**src/rtl/sbmq_pkg.sv**
```systemverilog
`default_nettype none

package sbmq_pkg;

  // operation codes of the cmd field
  localparam logic CMD_PUSH = 1'b0;
  localparam logic CMD_POP  = 1'b1;

  // result status codes
  typedef enum logic [1:0] {
    STAT_OK    = 2'd0,
    STAT_FULL  = 2'd1,
    STAT_EMPTY = 2'd2
  } status_e;

  // request transaction
  typedef struct packed {
    logic               cmd;
    logic [1:0]         queue_index;
    logic signed [31:0] push_value;
  } req_t;

  // result transaction
  typedef struct packed {
    logic [1:0]         status;
    logic signed [31:0] pop_value;
  } rsp_t;

  // classified operation passed from front to back
  typedef struct packed {
    logic        pop;
    logic [1:0]  q;
    logic [31:0] value;
  } op_t;

endpackage

`default_nettype wire

```
**src/rtl/shared_buffer_multi_queue_unit.sv**
```systemverilog
`default_nettype none

// channel   | ports                  | transfer
// ----------+------------------------+-------------------------------------
// request   | start, busy, req_i     | taken when start is high, busy low
// result    | done_o, rsp_o          | one cycle strobe, always taken
//
// the back end reads the pointers as it takes a transaction from the
// front queue; a push then updates link and data and registers its
// result together, while a pop first reads link and data and then
// relinks as it registers its result; the head pointer read must
// finish before the link and data reads
// the back end takes no new transaction until it has finished the last
// the front queue holds two requests, busy rises when both are taken
// no clearing pass after reset: a high-water mark stands in for the
// initial slot chain of the link store
// results cannot be held off by the receiver

module shared_buffer_multi_queue_unit #(
  parameter int SLOTS     = 64,
  parameter int QUEUES    = 4,
  parameter int DATA_BITS = 32
) (
  input  wire                 clk_i,
  input  wire                 rst_ni,
  input  wire                 start,
  input  sbmq_pkg::req_t      req_i,
  output logic                busy,
  output logic                done_o,
  output sbmq_pkg::rsp_t      rsp_o
);

  // classified operations waiting for the back end
  logic          op_valid;
  logic          op_take;
  sbmq_pkg::op_t op;

  // front end: accept transaction, fold queue index, buffer it
  sbmq_front #(
    .QUEUES (QUEUES)
  ) u_front (
    .clk_i      (clk_i),
    .rst_ni     (rst_ni),
    .start_i    (start),
    .req_i      (req_i),
    .busy_o     (busy),
    .op_valid_o (op_valid),
    .op_o       (op),
    .op_take_i  (op_take)
  );

  // back end: linked-list sequencer over data, link and pointer stores
  sbmq_back #(
    .SLOTS     (SLOTS),
    .QUEUES    (QUEUES),
    .DATA_BITS (DATA_BITS)
  ) u_back (
    .clk_i      (clk_i),
    .rst_ni     (rst_ni),
    .op_valid_i (op_valid),
    .op_i       (op),
    .op_take_o  (op_take),
    .done_o     (done_o),
    .rsp_o      (rsp_o)
  );

endmodule

`default_nettype wire

```
**src/rtl/sbmq_front.sv**
```systemverilog
`default_nettype none

module sbmq_front #(
  parameter int QUEUES = 4
) (
  input  wire                 clk_i,
  input  wire                 rst_ni,
  input  wire                 start_i,
  input  sbmq_pkg::req_t      req_i,
  output logic                busy_o,
  output logic                op_valid_o,
  output sbmq_pkg::op_t       op_o,
  input  wire                 op_take_i
);

  sbmq_pkg::op_t fifo_q [2];
  logic          wr_ptr_q, rd_ptr_q;
  logic [1:0]    cnt_q;
  logic [1:0]    q_mod;
  logic          accept;
  sbmq_pkg::op_t op_new;

  // fold queue index into range, at most three subtractions on two bits
  always_comb begin
    q_mod = req_i.queue_index;
    for (int k = 0; k < 3; k++) begin
      if (int'(q_mod) >= QUEUES) begin
        q_mod = q_mod - 2'(QUEUES);
      end
    end
  end

  always_comb begin
    op_new.pop   = (req_i.cmd == sbmq_pkg::CMD_POP);
    op_new.q     = q_mod;
    op_new.value = req_i.push_value;
  end

  assign busy_o     = (cnt_q == 2'd2);
  assign accept     = start_i && !busy_o;
  assign op_valid_o = (cnt_q != 2'd0);
  assign op_o       = fifo_q[rd_ptr_q];

  always_ff @(posedge clk_i) begin
    if (accept) begin
      fifo_q[wr_ptr_q] <= op_new;
    end
  end

  always_ff @(posedge clk_i or negedge rst_ni) begin
    if (!rst_ni) begin
      wr_ptr_q <= 1'b0;
      rd_ptr_q <= 1'b0;
      cnt_q    <= 2'd0;
    end else begin
      if (accept) begin
        wr_ptr_q <= !wr_ptr_q;
      end
      if (op_take_i) begin
        rd_ptr_q <= !rd_ptr_q;
      end
      if (accept && !op_take_i) begin
        cnt_q <= cnt_q + 2'd1;
      end else if (!accept && op_take_i) begin
        cnt_q <= cnt_q - 2'd1;
      end
    end
  end

endmodule

`default_nettype wire

```
**src/rtl/sbmq_back.sv**
```systemverilog
`default_nettype none

module sbmq_back #(
  parameter int SLOTS     = 64,
  parameter int QUEUES    = 4,
  parameter int DATA_BITS = 32
) (
  input  wire                 clk_i,
  input  wire                 rst_ni,
  input  wire                 op_valid_i,
  input  sbmq_pkg::op_t       op_i,
  output logic                op_take_o,
  output logic                done_o,
  output sbmq_pkg::rsp_t      rsp_o
);

  localparam int SW = $clog2(SLOTS);
  localparam int HW = SW + 1;
  localparam int QW = (QUEUES > 1) ? $clog2(QUEUES) : 1;
  localparam int SB = (DATA_BITS < 32) ? DATA_BITS : 32;
  localparam int LW = SW + 1;

  localparam logic [1:0] ST_IDLE = 2'd0;
  localparam logic [1:0] ST_EXEC = 2'd1;
  localparam logic [1:0] ST_POP  = 2'd2;

  // memories
  logic [SB-1:0] data_mem [SLOTS];
  logic [LW-1:0] link_mem [SLOTS];
  logic [SW-1:0] head_mem [QUEUES];
  logic [SW-1:0] tail_mem [QUEUES];

  logic [1:0]          state_q, state_d;
  sbmq_pkg::op_t       op_q;
  logic [QUEUES-1:0]   head_vld_q, head_vld_d;
  logic                free_vld_q, free_vld_d;
  logic [SW-1:0]       free_idx_q, free_idx_d;
  logic [HW-1:0]       hwm_q, hwm_d;
  logic                done_q, done_d;
  sbmq_pkg::rsp_t      rsp_q, rsp_d;

  logic [SW-1:0]       head_rd_q, tail_rd_q;
  logic [LW-1:0]       link_rd_q;
  logic [SB-1:0]       data_rd_q;

  logic                pt_ren, link_ren, data_ren;
  logic [SW-1:0]       link_raddr;
  logic                link_we, data_we, head_we, tail_we;
  logic [SW-1:0]       link_waddr;
  logic [LW-1:0]       link_wdata;
  logic [SW-1:0]       head_wdata;

  logic [QW-1:0]       q_cur, q_new;
  logic                hv;
  logic                fresh;
  logic [HW-1:0]       nxt_ext;
  logic signed [SB-1:0] data_s;

  assign q_cur   = QW'(op_q.q);
  assign q_new   = QW'(op_i.q);
  assign hv      = head_vld_q[q_cur];
  assign fresh   = ({1'b0, free_idx_q} == hwm_q);
  assign nxt_ext = {1'b0, free_idx_q} + HW'(1);
  assign data_s  = data_rd_q;

  assign op_take_o = (state_q == ST_IDLE) && op_valid_i;
  assign done_o    = done_q;
  assign rsp_o     = rsp_q;

  always_comb begin
    state_d    = state_q;
    head_vld_d = head_vld_q;
    free_vld_d = free_vld_q;
    free_idx_d = free_idx_q;
    hwm_d      = hwm_q;
    done_d     = 1'b0;
    rsp_d.status    = sbmq_pkg::STAT_OK;
    rsp_d.pop_value = '0;
    pt_ren     = 1'b0;
    link_ren   = 1'b0;
    data_ren   = 1'b0;
    link_raddr = free_idx_q;
    link_we    = 1'b0;
    link_waddr = tail_rd_q;
    link_wdata = {1'b1, free_idx_q};
    data_we    = 1'b0;
    head_we    = 1'b0;
    head_wdata = free_idx_q;
    tail_we    = 1'b0;
    case (state_q)
      ST_IDLE: begin
        if (op_valid_i) begin
          // fetch head, tail and the free slot's link together
          pt_ren   = 1'b1;
          link_ren = 1'b1;
          state_d  = ST_EXEC;
        end
      end
      ST_EXEC: begin
        if (!op_q.pop) begin
          done_d  = 1'b1;
          state_d = ST_IDLE;
          if (!free_vld_q) begin
            rsp_d.status = sbmq_pkg::STAT_FULL;
          end else begin
            data_we = 1'b1;
            tail_we = 1'b1;
            if (hv) begin
              link_we = 1'b1;
            end else begin
              head_we = 1'b1;
              head_vld_d[q_cur] = 1'b1;
            end
            if (fresh) begin
              // untouched slot, link is the next slot
              free_vld_d = (nxt_ext < HW'(SLOTS));
              free_idx_d = nxt_ext[SW-1:0];
              hwm_d      = hwm_q + HW'(1);
            end else begin
              free_vld_d = link_rd_q[SW];
              free_idx_d = link_rd_q[SW-1:0];
            end
          end
        end else begin
          if (!hv) begin
            done_d       = 1'b1;
            rsp_d.status = sbmq_pkg::STAT_EMPTY;
            state_d      = ST_IDLE;
          end else begin
            link_ren   = 1'b1;
            data_ren   = 1'b1;
            link_raddr = head_rd_q;
            state_d    = ST_POP;
          end
        end
      end
      ST_POP: begin
        done_d          = 1'b1;
        rsp_d.pop_value = 32'(data_s);
        if (head_rd_q == tail_rd_q) begin
          head_vld_d[q_cur] = 1'b0;
        end else begin
          head_we    = 1'b1;
          head_wdata = link_rd_q[SW-1:0];
        end
        link_we    = 1'b1;
        link_waddr = head_rd_q;
        link_wdata = {free_vld_q, free_idx_q};
        free_vld_d = 1'b1;
        free_idx_d = head_rd_q;
        state_d    = ST_IDLE;
      end
      default: begin
        state_d = ST_IDLE;
      end
    endcase
  end

  // memory ports
  always_ff @(posedge clk_i) begin
    if (data_we) begin
      data_mem[free_idx_q] <= op_q.value[SB-1:0];
    end
    if (data_ren) begin
      data_rd_q <= data_mem[head_rd_q];
    end
  end

  always_ff @(posedge clk_i) begin
    if (link_we) begin
      link_mem[link_waddr] <= link_wdata;
    end
    if (link_ren) begin
      link_rd_q <= link_mem[link_raddr];
    end
  end

  always_ff @(posedge clk_i) begin
    if (head_we) begin
      head_mem[q_cur] <= head_wdata;
    end
    if (pt_ren) begin
      head_rd_q <= head_mem[q_new];
    end
  end

  always_ff @(posedge clk_i) begin
    if (tail_we) begin
      tail_mem[q_cur] <= free_idx_q;
    end
    if (pt_ren) begin
      tail_rd_q <= tail_mem[q_new];
    end
  end

  always_ff @(posedge clk_i) begin
    if (op_take_o) begin
      op_q <= op_i;
    end
    rsp_q <= rsp_d;
  end

  always_ff @(posedge clk_i or negedge rst_ni) begin
    if (!rst_ni) begin
      state_q    <= ST_IDLE;
      head_vld_q <= '0;
      free_vld_q <= 1'b1;
      free_idx_q <= '0;
      hwm_q      <= '0;
      done_q     <= 1'b0;
    end else begin
      state_q    <= state_d;
      head_vld_q <= head_vld_d;
      free_vld_q <= free_vld_d;
      free_idx_q <= free_idx_d;
      hwm_q      <= hwm_d;
      done_q     <= done_d;
    end
  end

`ifndef SYNTHESIS
  a_done_from_work: assert property (@(posedge clk_i) disable iff (!rst_ni)
    done_q |-> ($past(state_q) == ST_EXEC || $past(state_q) == ST_POP))
    else $error("result strobe without a finishing step");

  a_hwm_range: assert property (@(posedge clk_i) disable iff (!rst_ni)
    hwm_q <= HW'(SLOTS))
    else $error("high-water mark beyond slot count");

  a_empty_free_all_used: assert property (@(posedge clk_i) disable iff (!rst_ni)
    !free_vld_q |-> (hwm_q == HW'(SLOTS)))
    else $error("free list empty while untouched slots remain");

  a_pop_finishes: assert property (@(posedge clk_i) disable iff (!rst_ni)
    (state_q == ST_POP) |=> (done_q && state_q == ST_IDLE))
    else $error("pop step did not finish");

  a_push_finishes: assert property (@(posedge clk_i) disable iff (!rst_ni)
    (state_q == ST_EXEC && !op_q.pop) |=> done_q)
    else $error("push step did not finish");
`endif

endmodule

`default_nettype wire
```
**config.mk**
```make
export PLATFORM = sky130hd
export DESIGN_NAME = shared_buffer_multi_queue_unit
export DESIGN_NICKNAME = d
export VERILOG_FILES = /design/src/rtl/sbmq_pkg.sv /design/src/rtl/shared_buffer_multi_queue_unit.sv /design/src/rtl/sbmq_front.sv /design/src/rtl/sbmq_back.sv
export SDC_FILE = /design/constraint.sdc
export NUM_CORES = 2
export LEC_CHECK = 0
export BUFFER_PORTS_ARGS = -buffer_cell sky130_fd_sc_hd__buf_2
export CORE_UTILIZATION = 25
export DETAILED_ROUTE_END_ITERATION = 12
export PLACE_DENSITY_LB_ADDON = 0.25
export SYNTH_ARGS = -nofsm -noshare
export SYNTH_HDL_FRONTEND = slang
export SYNTH_SLANG_ARGS = --single-unit
```
**constraint.sdc**
```tcl
create_clock -name clk_i -period 11.35 [get_ports clk_i]
set_clock_uncertainty 0.15 [all_clocks]
set_input_delay 1.7025 -clock clk_i [delete_from_list [all_inputs] [get_ports clk_i]]
set_output_delay 1.7025 -clock clk_i [all_outputs]
set_load 0.1 [all_outputs]
```
== Word-level counts from Yosys, hierarchy flattened ==
Memories as Yosys holds them, arrays and structs flattened. A register that Yosys moved wholly into a read port is not among the register bits.
Index checks and enable logic that the tools add are counted.
W data, S select, Z words.
Storage, ports and cells
  flip-flop bits (word level): 94
  memory bits (writable): 2614
  input bits: 38
  output and inout bits: 36
  logic and storage cells: 118
  memories: 5
Operators by class
  add/sub/neg operators: 4
  order comparisons: 3
  eq/ne operators: 10
  mux-type cells: 60
  bitwise gates (word level): 4
  reduce and logical (&&, ||, !) cells: 18
Memories
  u_back.data_mem: words 64, bits a word 32, rd ports 1, clocked after memory_dff 1, wr ports 1, RTL line sbmq_back.sv:28  | logic [SB-1:0] data_mem [SLOTS];
  u_back.link_mem: words 64, bits a word 7, rd ports 1, clocked after memory_dff 1, wr ports 1, RTL line sbmq_back.sv:29  | logic [LW-1:0] link_mem [SLOTS];
  u_front.fifo_q: words 2, bits a word 35, rd ports 1, clocked after memory_dff 0, wr ports 1, RTL line sbmq_front.sv:16  | sbmq_pkg::op_t fifo_q [2];
  u_back.head_mem: words 4, bits a word 6, rd ports 1, clocked after memory_dff 1, wr ports 1, RTL line sbmq_back.sv:30  | logic [SW-1:0] head_mem [QUEUES];
  u_back.tail_mem: words 4, bits a word 6, rd ports 1, clocked after memory_dff 1, wr ports 1, RTL line sbmq_back.sv:31  | logic [SW-1:0] tail_mem [QUEUES];
Operators with widths (number)
  $mux W6: 9
  $mux W1: 29
  $mux W4: 4
  $mux W2: 7
  $pmux W6 S2: 1
  $pmux W1 S2: 5
  $pmux W4 S2: 1
  $add A6 B1 Y7 const B: 1
  $add A7 B1 Y7 const B: 1
  $eq A6 B7 Y1: 1
  $lt A7 B7 Y1 const B: 1
  $mux W7: 1
  $eq A6 B6 Y1: 1
  $ne A2 B1 Y1 const B: 3
  $reduce_bool A2 Y1: 3
  $logic_and A1 B1 Y1: 5
  $logic_not A1 Y1: 5
  $reduce_and A5 Y1: 1
  $and A4 B4 Y4: 1
  $eq A2 B2 Y1 const B: 2
  $ne A2 B2 Y1 const B: 2
  $not A4 Y4: 1
  $or A4 B4 Y4: 1
  $pmux W2 S2: 1
  12 further kinds: 12

== Logic depth before layout (Yosys ltp) ==
  depth after elaboration: 9
  gate-level depth with buffers: 14
  gate-level depth less buffers: 11

== By module ==
From an unflattened synthesis, not the netlist that was laid out.
Unflattened totals
  cell total of the unflattened synthesis: 4751
  area total of the unflattened synthesis: 105303.5 µm²
By module, submodules not included
  sbmq_back: instances 1, cells an instance 4623, area each 102429.5 µm², sequential area each 80183.2 µm²
  sbmq_front: instances 1, cells an instance 128, area each 2874.0 µm², sequential area each 2202.1 µm²

== Worst setup path before layout ==
No wires, ideal clock.
  kind: reg-to-reg
  start point: reg u_back.free_idx_q[1]
  end point: mem u_back.data_mem[11][0] in the netlist's numbering, enable pin
  setup time: 421 ps
  arrival time: 3487 ps
  required time: 10779 ps
  path slack: 7292 ps
  stages on the path, launching flop included: 5
  buffers on the path: 1
  period minus slack after synthesis: 4058 ps
  cells stage by stage: dfrtp_1 -> clkbuf_1 -> nor2b_1 -> nand3_1 -> nor2_1
RTL lines
  start, declared: RTL line sbmq_back.sv:37  | logic [SW-1:0] free_idx_q, free_idx_d;
  start signal, assigned: RTL line sbmq_back.sv:215  | free_idx_q <= free_idx_d;
  end, declared: RTL line sbmq_back.sv:28
Straight into the memory's write port.

== Worst setup path after layout ==
  start point: reg u_back.state_q[1]
  end point: reg u_back.link_rd_q[2] (read register of u_back.link_mem), data pin
On the way
  cells in the longest elaborated chain, start to end: 2
  elaborated cells between the ends (all ways): 4
  those cells by class: eq/ne: 1; mux: 2; reduce/logical: 1
RTL lines
  start, declared: RTL line sbmq_back.sv:33  | logic [1:0] state_q, state_d;
  start signal, assigned: RTL line sbmq_back.sv:212  | state_q <= state_d;
  $eq A2 B1 Y1 or $logic_not A2 Y1 (tied branches): RTL line sbmq_back.sv:90  | case (state_q)
  $pmux W1 S2 or $mux W6 (tied branches): RTL line sbmq_back.sv:90
  end, declared: RTL line sbmq_back.sv:43  | logic [LW-1:0] link_rd_q;
Several ways; a longest one is shown, not always the timed one.
A chain may end at the register's enable or synchronous reset.

==> impl_metrics.prom <==
# TYPE chip_impl_metric gauge
chip_impl_metric{name="avg_synthesized_cell_area",unit="um2"} 22.1
chip_impl_metric{name="route.detailed.vias_per_inst",unit=""} 4.53
chip_impl_metric{name="top_fanout_value_on_the_critical_path",unit=""} 129
chip_impl_info{name="layout_commonest_cell",value="sky130_fd_sc_hd__edfxtp_1"} 1
chip_impl_metric{name="final_min_period_over_clock_period",unit=""} 0.460
chip_impl_metric{name="syn_area",unit="um2"} 105000
chip_impl_metric{name="synth_cell_type_count",unit=""} 54
chip_impl_metric{name="gr-usage-all-layers",unit=""} 0.130
chip_impl_metric{name="yosys.area_share.simple",unit=""} 0.0262
chip_impl_metric{name="grt_first_pass_wirelength",unit="mm"} 395
chip_impl_metric{name="die_height",unit="um"} 650
chip_impl_metric{name="route.detailed.wl_per_inst",unit="um"} 26.2
chip_impl_metric{name="yosys-mux-area-fraction",unit=""} 0.162
chip_impl_metric{name="die_width",unit="um"} 650
chip_impl_metric{name="area.growth.synth_to_final",unit="%"} 16.3
chip_impl_info{name="critical_path_launch_point_type",value="flop"} 1
chip_impl_metric{name="cts.reportedPaths.clkPinSlew",unit="ps"} 60
chip_impl_metric{name="worst_ep_required_time",unit="ps"} 11810
chip_impl_info{name="path_cells",value="inv_1, ha_1, and3b_1, a2bb2oi_2, mux2i_4, buf_4, buf_12, mux2i_1, o22ai_1, o21ai_0, nand4_1, nand4b_1"} 1
chip_impl_metric{name="cpPeakStageDelay",unit="ps"} 760
chip_impl_metric{name="final_layout_size_suffix_gt1_frac",unit=""} 0.273
chip_impl_metric{name="clockBufferDepth",unit=""} 4
chip_impl_metric{name="internal_power_component",unit="mW"} 21.9
chip_impl_metric{name="drt-total-wl",unit="mm"} 282
chip_impl_metric{name="std_cell_rows",unit=""} 237
chip_impl_metric{name="synthCells",unit=""} 4750
chip_impl_info{name="setup_repair_after_global_routing_missed_its_margin",value="false"} 1
chip_impl_metric{name="fraction_of_the_mapped_netlist_area_in_compound_gates",unit=""} 0.0138
chip_impl_metric{name="dieArea",unit="um2"} 423000
chip_impl_metric{name="synth-edff-count",unit=""} 2700
chip_impl_info{name="commonest_cells_after_routing_fill_and_taps_aside",value="sky130_fd_sc_hd__edfxtp_1 (2700), sky130_fd_sc_hd__mux4_2 (672), sky130_fd_sc_hd__clkbuf_16 (304)"} 1
chip_impl_metric{name="grt-ovfl-total",unit=""} 0
chip_impl_info{name="timing.critical_path.max_delay_family",value="buffers and inverters"} 1
chip_impl_metric{name="cap_violations",unit=""} 0
chip_impl_info{name="min_path_type",value="flop to flop"} 1
chip_impl_metric{name="vias",unit=""} 48800
chip_impl_metric{name="drtPass1Iterations",unit=""} 5
chip_impl_metric{name="cts_sinks",unit=""} 2759
chip_impl_metric{name="place_hpwl",unit="mm"} 153
chip_impl_metric{name="combPwrFrac",unit=""} 0.296
chip_impl_metric{name="core_area",unit="um2"} 418000
chip_impl_metric{name="remaining_drc_errors",unit=""} 0
chip_impl_metric{name="ys_ff_latch",unit=""} 2759
chip_impl_metric{name="initial_antenna_violation_count",unit=""} 29
chip_impl_metric{name="final-instance-count-excl-fill",unit=""} 10800
chip_impl_info{name="crit_path_end_kind",value="flop"} 1
chip_impl_metric{name="hold_viol_final",unit=""} 0
chip_impl_metric{name="grt_start_max_net_pins",unit=""} 130
chip_impl_metric{name="fmax",unit="GHz"} 0.191
chip_impl_metric{name="grt_pass1_vias",unit=""} 50800
chip_impl_metric{name="max_slew_margin",unit=""} 0.201
chip_impl_metric{name="leakage",unit="nW"} 37.4
chip_impl_metric{name="power-per-cell-area",unit="nW/um2"} 264
chip_impl_metric{name="port-buffer-count",unit=""} 73
chip_impl_metric{name="initial_utilization",unit=""} 0.252
chip_impl_info{name="run_status",value="completed"} 1
chip_impl_metric{name="power.net_switching",unit="mW"} 10.3
chip_impl_metric{name="worstSkewPairLatency",unit="ps"} 890
chip_impl_metric{name="detail-route-antenna-nets",unit=""} 0
chip_impl_info{name="synth_top_flop_cell",value="sky130_fd_sc_hd__edfxtp_1"} 1
chip_impl_info{name="combinational_family_with_the_most_area_after_synthesis",value="multiplexers"} 1
chip_impl_metric{name="layout.core_utilization",unit=""} 0.293
chip_impl_metric{name="nets",unit=""} 5081
chip_impl_metric{name="fillerInstances",unit=""} 40500
chip_impl_metric{name="finalCriticalPeriod",unit="ps"} 5220
chip_impl_metric{name="p_clk_frac",unit=""} 0.289
chip_impl_info{name="clock-root-buffer",value="sky130_fd_sc_hd__clkbuf_16"} 1
chip_impl_metric{name="sw_frac_of_total",unit=""} 0.321
chip_impl_metric{name="synth_xor_xnor_area_share",unit=""} 0.00217
chip_impl_metric{name="async_flop_share",unit=""} 0.00906
chip_impl_metric{name="io-pin-count",unit=""} 74
chip_impl_metric{name="cts_max_level",unit=""} 5
chip_impl_metric{name="setup_total_negative_slack",unit="ps"} 0
chip_impl_metric{name="irDropWorstVdd",unit="uV"} 243
chip_impl_info{name="timing.setup.critical_path_class",value="flop to flop"} 1
chip_impl_metric{name="cts.hold.buffers_added",unit=""} 0
chip_impl_info{name="cts_tree",value="done"} 1
chip_impl_metric{name="final_report_setup_violation_count",unit=""} 0
chip_impl_metric{name="cts.repair_timing.setup_buffer_count",unit=""} 0
chip_impl_metric{name="worst-path-buf-inv",unit=""} 3
chip_impl_metric{name="place_congestion",unit=""} 0.752
chip_impl_metric{name="synth.net_count",unit=""} 4794
chip_impl_metric{name="max_slew_violation_total_from_the_final_report",unit=""} 0
chip_impl_metric{name="total_clock_buffers_created_by_cts",unit=""} 298
chip_impl_metric{name="synth.yosys.warnings",unit=""} 0
chip_impl_metric{name="quantity_of_gates_resized_following_cts",unit=""} 0
chip_impl_metric{name="placed_instance_count",unit=""} 10200
chip_impl_metric{name="worst_slew_pin_slew",unit="ps"} 1200
chip_impl_metric{name="seq_power_share",unit=""} 0.415
chip_impl_metric{name="yosys.area_share.adder",unit=""} 0.000715
chip_impl_metric{name="timing.critical_path.arrival",unit="ps"} 5690
chip_impl_metric{name="ys_seq_area_frac",unit=""} 0.785
chip_impl_metric{name="first_iter_violations",unit=""} 4317
chip_impl_info{name="critical_path.slowest_cell",value="sky130_fd_sc_hd__buf_4"} 1
## cell families (layout without fill, tap and decap cells)
family,after synthesis,in the layout
multiplexers,848,848
flip-flops,2759,2759
other,0,4
buffers and inverters,256,774
adder cells (fa/ha/maj),6,6
XOR/XNOR,26,26
AO/OA/AOI/OAI,221,221
AND/OR/NAND/NOR,634,634
## power by group through the flow
| stage | sequential [mW] | clock (mW) | combinational [mW] |
|---|---|---|---|
| after floorplan | 14.2 | 0 | 5.42 |
| after CTS | 13.4 | 9.55 | 9.72 |
| after detailed placement | 13.6 | 0 | 9.71 |
| after global placement | 13.6 | 0 | 9.58 |
| after global routing | 13.4 | 9.90 | 10.2 |
| final | 13.3 | 9.31 | 9.54 |
## synth_stat cells (2+ instances only)
cell | n | area share
sky130_fd_sc_hd__nand2b_1 | 10 | 0.00060
sky130_fd_sc_hd__ha_1 | 6 | 0.00071
sky130_fd_sc_hd__nand3_1 | 63 | 0.0030
sky130_fd_sc_hd__buf_2 | 85 | 0.0041
sky130_fd_sc_hd__mux4_2 | 672 | 0.14
sky130_fd_sc_hd__nor3_1 | 4 | 0.00019
sky130_fd_sc_hd__edfxtp_1 | 2700 | 0.77
sky130_fd_sc_hd__buf_1 | 12 | 0.00043
sky130_fd_sc_hd__a32oi_1 | 24 | 0.0020
sky130_fd_sc_hd__nor2_1 | 163 | 0.0058
sky130_fd_sc_hd__xnor2_1 | 14 | 0.0012
sky130_fd_sc_hd__a22o_1 | 2 | 0.00017
sky130_fd_sc_hd__nor2b_1 | 12 | 0.00071
sky130_fd_sc_hd__o31ai_1 | 6 | 0.00043
sky130_fd_sc_hd__clkbuf_1 | 132 | 0.0047
sky130_fd_sc_hd__and3_1 | 20 | 0.0012
sky130_fd_sc_hd__and2_1 | 34 | 0.0020
sky130_fd_sc_hd__o31a_1 | 2 | 0.00017
sky130_fd_sc_hd__dfxtp_1 | 34 | 0.0065
sky130_fd_sc_hd__xor2_1 | 12 | 0.0010
sky130_fd_sc_hd__a31oi_1 | 48 | 0.0029
sky130_fd_sc_hd__a21boi_0 | 2 | 0.00014
sky130_fd_sc_hd__mux2_2 | 44 | 0.0047
sky130_fd_sc_hd__nand2_1 | 298 | 0.011
sky130_fd_sc_hd__dfrtp_1 | 24 | 0.0057
sky130_fd_sc_hd__nand4_1 | 14 | 0.00083
sky130_fd_sc_hd__inv_1 | 10 | 0.00036
sky130_fd_sc_hd__mux2i_1 | 130 | 0.012
sky130_fd_sc_hd__o21ai_0 | 43 | 0.0020
sky130_fd_sc_hd__buf_4 | 5 | 0.00036
sky130_fd_sc_hd__o21a_1 | 2 | 0.00014
sky130_fd_sc_hd__a21oi_1 | 28 | 0.0013
sky130_fd_sc_hd__buf_6 | 9 | 0.00097
sky130_fd_sc_hd__nand4b_1 | 7 | 0.00058
sky130_fd_sc_hd__o22ai_1 | 55 | 0.0033
sky130_fd_sc_hd__or2_2 | 4 | 0.00024
sky130_fd_sc_hd__a31oi_4 | 3 | 0.00061
## worst paths after layout
kind,start,to,slack (ps),cells past startpoint
min,u_back.data_rd_q[8],u_back.rsp_o[8],320,1
max,u_back.state_q[1],u_back.link_rd_q[2],6130,12
max in group asynchronous,rst_ni,u_front.rd_ptr_q,9740,1
min in group asynchronous,rst_ni,u_back.done_o,710,1
max reg2reg,u_back.state_q[1],u_back.link_rd_q[2],6130,12
min reg2reg,u_back.data_rd_q[8],u_back.rsp_o[8],320,1
## final cells by class
class	instances	area, um2	share of cell area
diodes	4	10.0	0.0000819
clock inverters	147	1230	0.0101
inverters	13	51.3	0.000420
clock buffers	384	7960	0.0651
flip-flops and latches	2759	82400	0.674
repair buffers	230	1660	0.0136
well taps	5497	6880	0.0563
multi-input cells	1735	22000	0.180
## stage by stage
step	instance area (um2)	power (mW)	hold WS (ps)	setup WS [ps]
2_1_floorplan	105000	19.6	276	7290
3_3_place_gp	113000	23.1	311	6090
3_5_place_dp	113000	23.3	308	6070
4_1_cts	122000	32.6	324	6070
5_1_grt	122000	33.5	345	5780
6_report	122000	32.2	319	6130
## routing by layer
metal | GRT usage | wire, um
met2 | 0.225 | 142000
met1 | 0.169 | 119000
met5 | 0 | 41
met3 | 0.0236 | 15000
met4 | 0.0317 | 6010
## worst register-to-register path, cell delays in order, from the launching register on
cell                        delay [ps]
sky130_fd_sc_hd__dfrtp_1           390
sky130_fd_sc_hd__inv_1             100
sky130_fd_sc_hd__ha_1              260
sky130_fd_sc_hd__and3b_1           200
sky130_fd_sc_hd__a2bb2oi_2         650
sky130_fd_sc_hd__mux2i_4           380
sky130_fd_sc_hd__buf_4             760
sky130_fd_sc_hd__buf_12            750
sky130_fd_sc_hd__mux2i_1           380
sky130_fd_sc_hd__o22ai_1            90
sky130_fd_sc_hd__o21ai_0           330
sky130_fd_sc_hd__nand4_1           260
sky130_fd_sc_hd__nand4b_1          250
## state kept, by name (all words and copies together) (netlist names), 7 cells and up, named ones only
register,flops
u_back.rsp_o,34
u_back.head_mem,24
u_back.data_mem,2048
u_back.link_mem,448
u_back.op_q,33
u_back.data_rd_q,32
u_back.hwm_q,7
u_front.fifo_q,70
u_back.tail_mem,24
u_back.link_rd_q,7
No activity file was read; power rests on OpenSTA's default activity.
